## src/rtl/core/tcw_pkg.sv

```systemverilog
// Shared types, opcodes and constants of the text console writer.
package tcw_pkg;

    // Default screen geometry
    localparam int DEF_COLUMNS = 80;
    localparam int DEF_ROWS    = 25;

    // Cell contents
    localparam logic [7:0]  ATTR_BYTE    = 8'h07;
    localparam logic [7:0]  BLANK_CHAR   = 8'h20;
    localparam logic [15:0] BLANK_CELL   = {ATTR_BYTE, BLANK_CHAR};
    localparam logic [7:0]  NEWLINE_CODE = 8'h0A;

    // Opcodes
    localparam logic [2:0] OP_PUT_CHAR     = 3'd0;
    localparam logic [2:0] OP_CLEAR        = 3'd1;
    localparam logic [2:0] OP_INIT         = 3'd2;
    localparam logic [2:0] OP_PLACE_CURSOR = 3'd3;
    localparam logic [2:0] OP_READ         = 3'd4;

    typedef struct packed {
        logic [2:0] opcode;
        logic [7:0] char_code;
        logic [6:0] column_in;
        logic [4:0] row_in;
    } tcw_req_t;

    typedef struct packed {
        logic [15:0] cell_word;
        logic [10:0] cursor_position;
        logic        cursor_report;
    } tcw_rsp_t;

    // Commands from the controller to the datapath
    typedef struct packed {
        logic latch_req;
        logic clear_step;
        logic home;
        logic put_exec;
        logic place_cursor;
        logic read_issue;
        logic scroll_read;
        logic scroll_write;
        logic load_result;
    } tcw_cmd_t;

    // Status from the datapath to the controller
    typedef struct packed {
        logic [2:0] opcode;
        logic       early_put;
        logic       sweep_last;
        logic       scroll_due;
        logic       rsp_free;
    } tcw_status_t;

endpackage

```

## src/rtl/core/tcw_controller.sv

```systemverilog
// Sequencing state machine of the text console writer.
module tcw_controller
(
    input  logic                clk,
    input  logic                rst_n,
    input  logic                req_valid,
    output logic                req_ready,
    input  tcw_pkg::tcw_status_t status,
    output tcw_pkg::tcw_cmd_t    cmd
);
    import tcw_pkg::*;

    typedef enum logic [7:0] {
        S_BOOT      = 8'b0000_0001,
        S_IDLE      = 8'b0000_0010,
        S_EXEC      = 8'b0000_0100,
        S_CLEAR     = 8'b0000_1000,
        S_PUT       = 8'b0001_0000,
        S_SCROLL_RD = 8'b0010_0000,
        S_SCROLL_WR = 8'b0100_0000,
        S_FINISH    = 8'b1000_0000
    } state_t;

    state_t state_reg;
    state_t state_next;

    assign req_ready = (state_reg == S_IDLE) || ((state_reg == S_FINISH) && status.rsp_free);

    always_comb
    begin
        state_next    = state_reg;
        cmd           = '0;
        cmd.latch_req = req_valid && req_ready;
        unique case (state_reg)
            S_BOOT:
            begin
                cmd.clear_step = 1'b1;
                if (status.sweep_last)
                begin
                    state_next = S_IDLE;
                end
            end
            S_IDLE:
            begin
                if (req_valid)
                begin
                    state_next = S_EXEC;
                end
            end
            S_EXEC:
            begin
                unique case (status.opcode)
                    OP_PUT_CHAR:
                    begin
                        state_next = status.early_put ? S_CLEAR : S_PUT;
                    end
                    OP_CLEAR, OP_INIT:
                    begin
                        cmd.home   = 1'b1;
                        state_next = S_CLEAR;
                    end
                    OP_PLACE_CURSOR:
                    begin
                        cmd.place_cursor = 1'b1;
                        state_next       = S_FINISH;
                    end
                    OP_READ:
                    begin
                        cmd.read_issue = 1'b1;
                        state_next     = S_FINISH;
                    end
                    default:
                    begin
                        state_next = S_FINISH;
                    end
                endcase
            end
            S_CLEAR:
            begin
                cmd.clear_step = 1'b1;
                if (status.sweep_last)
                begin
                    state_next = (status.opcode == OP_PUT_CHAR) ? S_PUT : S_FINISH;
                end
            end
            S_PUT:
            begin
                cmd.put_exec = 1'b1;
                state_next   = status.scroll_due ? S_SCROLL_RD : S_FINISH;
            end
            S_SCROLL_RD:
            begin
                cmd.scroll_read = 1'b1;
                state_next      = S_SCROLL_WR;
            end
            S_SCROLL_WR:
            begin
                cmd.scroll_write = 1'b1;
                state_next       = status.sweep_last ? S_FINISH : S_SCROLL_RD;
            end
            S_FINISH:
            begin
                if (status.rsp_free)
                begin
                    cmd.load_result = 1'b1;
                    state_next      = req_valid ? S_EXEC : S_IDLE;
                end
            end
            default:
            begin
                state_next = S_IDLE;
            end
        endcase
    end

    always_ff @(posedge clk or negedge rst_n)
    begin
        if (!rst_n)
        begin
            state_reg <= S_BOOT;
        end
        else
        begin
            state_reg <= state_next;
        end
    end

    a_accept_to_exec: assert property (@(posedge clk) disable iff (!rst_n)
        (req_valid && req_ready) |=> (state_reg == S_EXEC))
        else $error("accepted request did not start execution");

    a_load_only_when_free: assert property (@(posedge clk) disable iff (!rst_n)
        cmd.load_result |-> status.rsp_free)
        else $error("result loaded over an untaken response");

    a_boot_ends_idle: assert property (@(posedge clk) disable iff (!rst_n)
        ((state_reg == S_BOOT) && status.sweep_last) |=> (state_reg == S_IDLE))
        else $error("boot clearing pass did not end in idle");

endmodule

```

## config.mk

```make
export PLATFORM = sky130hd
export DESIGN_NAME = tcw_controller
export DESIGN_NICKNAME = d
export VERILOG_FILES = /design/src/rtl/core/tcw_pkg.sv /design/src/rtl/core/tcw_controller.sv
export SDC_FILE = /design/constraint.sdc
export NUM_CORES = 1
export LEC_CHECK = 0
export BUFFER_PORTS_ARGS = -buffer_cell sky130_fd_sc_hd__buf_4
export CAP_MARGIN = 20
export CORE_MARGIN = 3
export CORE_UTILIZATION = 35
export CTS_CLUSTER_SIZE = 40
export DETAILED_ROUTE_END_ITERATION = 10
export PLACE_DENSITY = 0.53
export SYNTH_ARGS = -nofsm -noshare
export SYNTH_HDL_FRONTEND = slang
export SYNTH_SLANG_ARGS = --single-unit
```

## constraint.sdc

```tcl
create_clock -name clk -period 2.6 [get_ports clk]
set_input_delay 0.39 -clock clk [delete_from_list [all_inputs] [get_ports clk]]
set_output_delay 0.39 -clock clk [all_outputs]
set_load 0.03 [all_outputs]
```

Word level (Yosys, flattened, before mapping)
Cells that the tools add are included.
{ "word_totals": {"memories": 0, "mem_bits_rw": 0, "rom_bits": 0, "out_inout_bits": 10, "in_bits": 10, "regBits": 8, "latchBits": 0, "word_cells": 46} }
{ "op_classes": {"n_lt_le_gt_ge": 0, "n_mux": 22, "n_mul": 0, "div": 0, "eq_ne": 16, "shifts": 0, "reduce_logical": 7, "n_addsub": 0, "bitwise_logic": 0} }
{ "op_table": {"columns": ["operator", "n"], "rows": [
  ["$pmux W8 S8", 1],
  ["$mux W8", 7],
  ["$pmux W8 S2", 1],
  ["$mux W1", 10],
  ["$eq A8 B1 Y1 const B", 1],
  ["$eq A8 B2 Y1 const B", 1],
  ["$eq A8 B3 Y1 const B", 1],
  ["$eq A8 B4 Y1 const B", 1],
  ["$eq A8 B5 Y1 const B", 1],
  ["$eq A8 B6 Y1 const B", 1],
  ["$eq A8 B7 Y1 const B", 1],
  ["$eq A8 B8 Y1 const B", 1],
  ["$ne A2 B2 Y1 const B", 4],
  ["$eq A3 B2 Y1 const B", 2],
  ["$mux W5", 1],
  ["$reduce_and A4 Y1", 1],
  ["$reduce_or A2 Y1", 2],
  ["$eq A3 B1 Y1 const B", 1],
  ["$eq A3 B3 Y1 const B", 1],
  ["$logic_not A3 Y1", 1],
  ["$mux W3", 1],
  ["$logic_and A1 B1 Y1", 2],
  ["$mux W2", 1],
  ["$logic_or A1 B1 Y1", 1]
]} }

Logic depth before layout (Yosys ltp)
Gate-level depths: netlist of the first run.
{ "logic_depth": {"depth_word": 4, "depth_mapped": 6} }

Worst setup path before layout of the first run
OpenSTA, ideal clock, no wires.
{ "synth_timing": {"path_kind": "reg-to-output", "from": "register state_reg[4]", "to": "output port cmd[6] (netlist bit)", "path_slack_ps": 289, "arrival_time_ps": 1921, "n_path_buf": 0, "stages_incl_launch_ff": 4, "required_time_ps": 2210, "path_cell_list": "dfrtp_1 > nor4_4 > nand2_1 > nor4_1"} }
{ "synth_lines": {"columns": ["item", "line_no", "rtl"], "rows": [
  ["start, declared", "tcw_controller.sv:24", "state_t state_reg;"],
  ["start signal, assigned", "tcw_controller.sv:124", "state_reg <= state_next;"],
  ["end, declared", "tcw_controller.sv:9", "output tcw_pkg::tcw_cmd_t cmd"]
]} }

==> run summary, run 1 <==
outcome -> finished, final reports clean
LEAKAGE -> 0.393 nW
grt ovf -> 0
Total GRT Usage -> 14.9%
die area -> 2610 sq um
max-slew violations -> 0
sequential share of the synthesized area -> 28.3%
final setup TNS -> 0 ps
layout cells sized above 1 -> 32.0%
critical path depth -> 6
Synth cell types -> 37
via count -> 635
Final ANT Viol Nets -> 0
critical path launch point type -> flip-flop
Data required, critical path -> 2210 ps
CP max FO -> 9
post-synthesis instance total -> 80
worst-case reg-to-reg path depth -> 5
Final #Nets -> 111
fmax -> 429 MHz
RSZ-0062 raised after global routing -> false
vias per inst -> 5.08
Core Footprint -> 1820 sq um
n_diodes -> 0
Clock Latency Late Sink -> 270 ps
Final min period -> 2330 ps
Worst EP arrival -> 1940 ps
Clock Sinks -> 8
min-delay worst type -> in2reg
crit-path cells -> nor4_4 -> nand2_2 -> nor3_2 -> a32o_2 -> and2_1 -> buf_4
die height -> 51.1 um
initial antenna violation count -> 0
WHS -> 347 ps
post-synthesis net count -> 90
cell area after synthesis -> 711 sq um
Worst Max-Slew Pin Slew -> 387 ps
Initial Utilization -> 39.0%
clock slew at reported path FFs -> 70 ps
flip-flop count of the largest register after layout -> 8
WP buf/inv -> 1
CTS Buf Count -> 3
Crit path max-delay family -> simple AND/OR/NAND/NOR gates
footprint of the multi-input gates -> 460 sq um
Yosys Warn Count -> 0
CP Launch Point -> state_reg[1]
number of global-route vias before repair -> 593
H-Tree Depth -> 1
Crit-path slowest cell -> dfrtp_1
Worst path max stage delay -> 490 ps
largest net degree at the start of global routing -> 11
critical path type -> reg2out
flop-to-flop setup slack -> 920 ps
DRC -> 0
period utilization -> 89.7%
CP Capture Type -> primary output
FP Rows -> 15
cell taking the most area after synthesis -> dfrtp_1
post_cts resized -> 0
top-area cell type share of the netlist area -> 24.6%
RR Endpoint -> state_reg[3]
RD Place Congestion -> 0.828
root buf cell -> clkbuf_4
Post-Route WL -> 1690 um
final HPWL from detailed placement -> 1320 um
Max Cap Viol -> 0
CTS tree -> yes
Hold Vio Cnt, Final -> 0
pwr dens -> 784 nW/um^2
# hold bufs at CTS -> 1
1st-iter DRT viols -> 7
Buffers on Ports -> 19
register area -> 201 sq um
post-DR wirelength/cell -> 13.5 um
Layout area overhead -> 24.8%
I/O pin cnt -> 20
post-CTS setup repair buffer count -> 0
reg-to-reg startpoint -> state_reg[1]
register bit total from synthesis -> 8
Die Span X -> 51.1 um
Max rail drop VDD -> 508 uV
router iterations before antenna repair -> 4
Setup violations, final -> 0
CP Capture Point -> cmd[8]
syn_area_per_cell -> 8.88 sq um
largest cells by area after synthesis -> dfrtp_1, nor4_4, xnor2_1
wire length of the first global-routing pass -> 2840 um
Slew HR -> 74.2%
Layout fillers -> 195
Max Root-Sink Buffers -> 2
clk_skew -> 18.4 ps
-- cells in the mapped netlist, drive strengths merged --
cell type	n
o21ai	4
nand2b	2
dfstp	1
nand4	1
a211o	1
a21oi	2
nand2	6
nand3	1
buf	3
and3b	1
nor3	6
and2	3
clkbuf	1
nor2b	1
nor3b	6
and3	2
and2b	1
xnor2	4
a22o	2
inv	4
o22ai	1
o21a	1
o41ai	1
a22oi	1
a32o	1
nor4	6
xor2	1
dfrtp	7
a21o	1
nor2	7
a32oi	1
-- worst register-to-register path, cell delays in order (launching register included) --
cell and delay (ps):
dfrtp_1 490, nor4_4 350, nand2_2 150, nor4_4 210
nand2b_1 230, a22o_1 160
-- how the worst min path moves through the flow --
stage | start | endpoint | cells past startpoint
2_1_floorplan | rst_n | state_reg[1] | 0
3_3_place_gp | rst_n | state_reg[3] | 1
3_5_place_dp | rst_n | state_reg[3] | 1
4_1_cts | status[1] | state_reg[5] | 2
5_1_grt | status[1] | state_reg[5] | 2
6_report | status[1] | state_reg[5] | 2
-- final cells by class --
cell class / count / share of cell area, %
inverters: 4 / 1.69
clock buffers: 4 / 2.96
flip-flops and latches: 8 / 22.7
well taps: 25 / 3.53
repair buffers: 20 / 17.2
multi-input cells: 64 / 51.9
-- metrics by stage --
step	worst slack, ps	cell area [sq um]	cells	total power [mW]	util (%)
final	268	887	125	0.695	48.7
after global routing	108	887	125	0.759	48.7
after global placement	557	851	120	0.591	46.7
after CTS	247	887	125	0.704	48.7
after detailed placement	572	851	120	0.584	46.7
after floorplan	289	711	80	0.502	-
-- metal layers --
| metal | wire length [um] | vias up | global-route usage, % |
|---|---|---|---|
| li1 | - | 334 | - |
| met1 | 836 | 289 | 21.4 |
| met2 | 773 | 12 | 21.2 |
| met3 | 77 | 0 | 5.25 |
| met4 | 0 | 0 | 2.69 |
| met5 | 0 | - | 0 |
-- placed cells by master, fill, tap and decap left out, types with 3 or more instances in the layout --
master	instances
xnor2_1	4
and2_1	3
dfrtp_1	7
buf_4	19
nor4_1	3
nor3_1	5
inv_1	4
o21ai_0	3
clkbuf_4	3
nand2_1	5
nor2_1	7
nor4_4	3
nor3b_1	4
-- kinds of logic after synthesis --
group                     Yosys count  share of synthesized area (%)
and+or+nand+nor                    43                           42.4
AOI/OAI and AO/OA                  16                           16.2
DFF                                 8                           28.3
buffers and inverters               8                           6.87
xor gates and xnor gates            5                           6.16
-- power by group --
group	internal, mW	switching, mW	leakage [nW]
logic	0.169	0.221	0.273
registers	0.144	0.0498	0.105
clock network	0.0591	0.0525	0.0150
total	0.373	0.323	0.393
Note: power is estimated with default switching activity, not from simulation.
==> run 2, diff against run 1 <==
CTS_BUF_LIST = sky130_fd_sc_hd__clkbuf_4 sky130_fd_sc_hd__clkbuf_8   (was not set)
==> run 2 against run 1 <==
Net effect: sequential share of layout area down 0.096 points; critical path depth unchanged; non-clock buffer count unchanged; setup slack worse by 2.1 ps; routed wire length up 1.2%; final area up 0.42%; critical path type unchanged; critical endpoint unchanged; largest power group unchanged.
==> run summary, run 2 (same netlist as run 1, synthesis figures left out) <==
CP Capture Type -> primary output
layout cells sized above 1 -> 33.0% (+1.0 points)
final HPWL from detailed placement -> 1320 um (unchanged)
Core Footprint -> 1820 sq um (unchanged)
max-slew violations -> 0 (unchanged)
initial antenna violation count -> 0 (unchanged)
met1 wire length -> 829 um (-0.84%)
Worst Max-Slew Pin Slew -> 384 ps (-2.94 ps)
WL met3 -> 81 um (+5.2%)
clk_skew -> 19.8 ps (+1.41 ps)
hold path startpoint -> status[1]
number of global-route vias before repair -> 593 (unchanged)
dpl ws -> 572 ps (unchanged)
Total GRT Usage -> 14.9% (unchanged)
via count -> 652 (+2.7%)
grt ovf -> 0 (unchanged)
router iterations before antenna repair -> 4 (unchanged)
H-Tree Depth -> 1 (unchanged)
setup ws final -> 266 ps (-2.15 ps)
CTS tree -> yes
flip-flop count of the largest register after layout -> 8 (unchanged)
wire length of the first global-routing pass -> 2840 um (unchanged)
hold path depth -> 2 (unchanged)
Max Cap Viol -> 0 (unchanged)
Clock Latency Late Sink -> 270 ps (about the same)
critical path type -> reg2out
uppermost layer routed -> met3
Final ANT Viol Nets -> 0 (unchanged)
Buffers on Ports -> 19 (unchanged)
Max rail drop VDD -> 507 uV (-0.21%)
worst-case reg-to-reg path depth -> 5 (unchanged)
DRC -> 0 (unchanged)
pwr dens -> 792 nW/um^2 (+1.1%)
Initial Utilization -> 39.0% (unchanged)
RR Endpoint -> state_reg[2]
die height -> 51.1 um (unchanged)
reg-to-reg startpoint -> state_reg[4]
fmax -> 428 MHz (about the same)
final setup TNS -> 0 ps (unchanged)
Final min period -> 2330 ps (+2.15 ps)
vias per inst -> 5.22 (+2.7%)
min-delay worst type -> in2reg
RSZ-0062 raised after global routing -> false
Setup violations, final -> 0 (unchanged)
die area -> 2610 sq um (unchanged)
WP buf/inv -> 1 (unchanged)
Hold Vio Cnt, Final -> 0 (unchanged)
Final #Nets -> 111 (unchanged)
Post-Route WL -> 1710 um (+1.2%)
Worst EP arrival -> 1940 ps (about the same)
Layout area overhead -> 25.4%
LEAKAGE -> 0.396 nW (+0.87%)
Die Span X -> 51.1 um (unchanged)
Slew HR -> 74.4% (+0.20 points)
flop-to-flop setup slack -> 920 ps (about the same)
I/O pin cnt -> 20 (unchanged)
post-DR wirelength/cell -> 13.7 um (+1.2%)
outcome -> finished, final reports clean
Layout fillers -> 193 (-1.0%)
Clock Sinks -> 8 (unchanged)
CP max FO -> 9 (unchanged)
Data required, critical path -> 2210 ps (about the same)
most frequent cells in the layout -> buf_4, nor2_1, dfrtp_1
post-CTS setup repair buffer count -> 0 (unchanged)
Crit path max-delay family -> simple AND/OR/NAND/NOR gates
Max Root-Sink Buffers -> 2 (unchanged)
root buf cell -> clkbuf_4
period utilization -> 89.8% (about the same)
crit-path cells -> nor4_4 -> nand2_2 -> nor3_2 -> a32o_2 -> and2_1 -> buf_4
clock slew at reported path FFs -> 70 ps (about the same)
n_diodes -> 0 (unchanged)
Crit-path slowest cell -> dfrtp_1
FP Rows -> 15 (unchanged)
1st-iter DRT viols -> 9 (+2)
RD Place Congestion -> 0.828 (unchanged)
Hold Crit Endpoint -> state_reg[5]
commonest non-fill, non-tap cell in the layout -> buf_4
critical path launch point type -> flip-flop
largest net degree at the start of global routing -> 11 (unchanged)
Worst path max stage delay -> 490 ps (about the same)
WL met2 -> 797 um (+3.1%)
CTS Buf Count -> 3 (unchanged)
## run 2: changes by cell type in the layout (fill, tap and decap cells not counted)
cell,change
clkbuf_1,-1
clkbuf_4,+1
## run 2: cell type report
type	count	area (sq um)	area share [%]
Clock buffer	4	30.0	3.37
Sequential cell	8	201	22.6
Inverter	4	15.0	1.69
Multi-Input combinational cell	64	460	51.7
Timing Repair Buffer	20	153	17.1
Tap cell	25	31.3	3.51
## run 2: per-layer routing
metal / GRT usage, % / vias up
li1: - / 334
met5: 0 / -
met2: 21.2 / 14
met3: 5.25 / 0
met4: 2.69 / 0
met1: 21.4 / 304
## run 2: worst reg2reg max path, cell delays in order, from the launching register on
cell and delay, ps:
dfrtp_1 470, nor4_4 400, and2b_1 240, o21ai_1 110
o21a_2 150, nor3b_2 160
## run 2: how the worst max path moves through the flow
stage | cells after the start | end | from | slack (ps)
5_1_grt | 6 | cmd[8] | state_reg[1] | 110
3_5_place_dp | 6 | cmd[8] | state_reg[1] | 570
6_report | 6 | cmd[8] | state_reg[1] | 270
2_1_floorplan | 3 | cmd[6] | state_reg[4] | 290
3_3_place_gp | 6 | cmd[8] | state_reg[1] | 560
4_1_cts | 6 | cmd[8] | state_reg[1] | 250
## run 2: stage by stage
stage          cell area (sq um)  total power [mW]  utilization [%]  hold slack (ps)  cells
2_1_floorplan                711             0.502                -             94.4     80
3_3_place_gp                 851             0.591             46.7              222    120
3_5_place_dp                 851             0.584             46.7              222    120
4_1_cts                      891             0.714             48.9              341    125
5_1_grt                      891             0.770             48.9              348    125
6_report                     891             0.706             48.9              346    125
## run 2: report_power, final
| part | total [mW] | switching [mW] | internal (mW) |
|---|---|---|---|
| Combinational | 0.390 | 0.221 | 0.169 |
| Sequential | 0.193 | 0.0492 | 0.144 |
| Clock | 0.122 | 0.0527 | 0.0695 |
## run 2: timing repair
| item | CTS | global route |
|---|---|---|
| gates resized for setup | 0 | 0 |
| hold buffers | 1 | 0 |
| endpoints found under the hold margin | 7 | 0 |
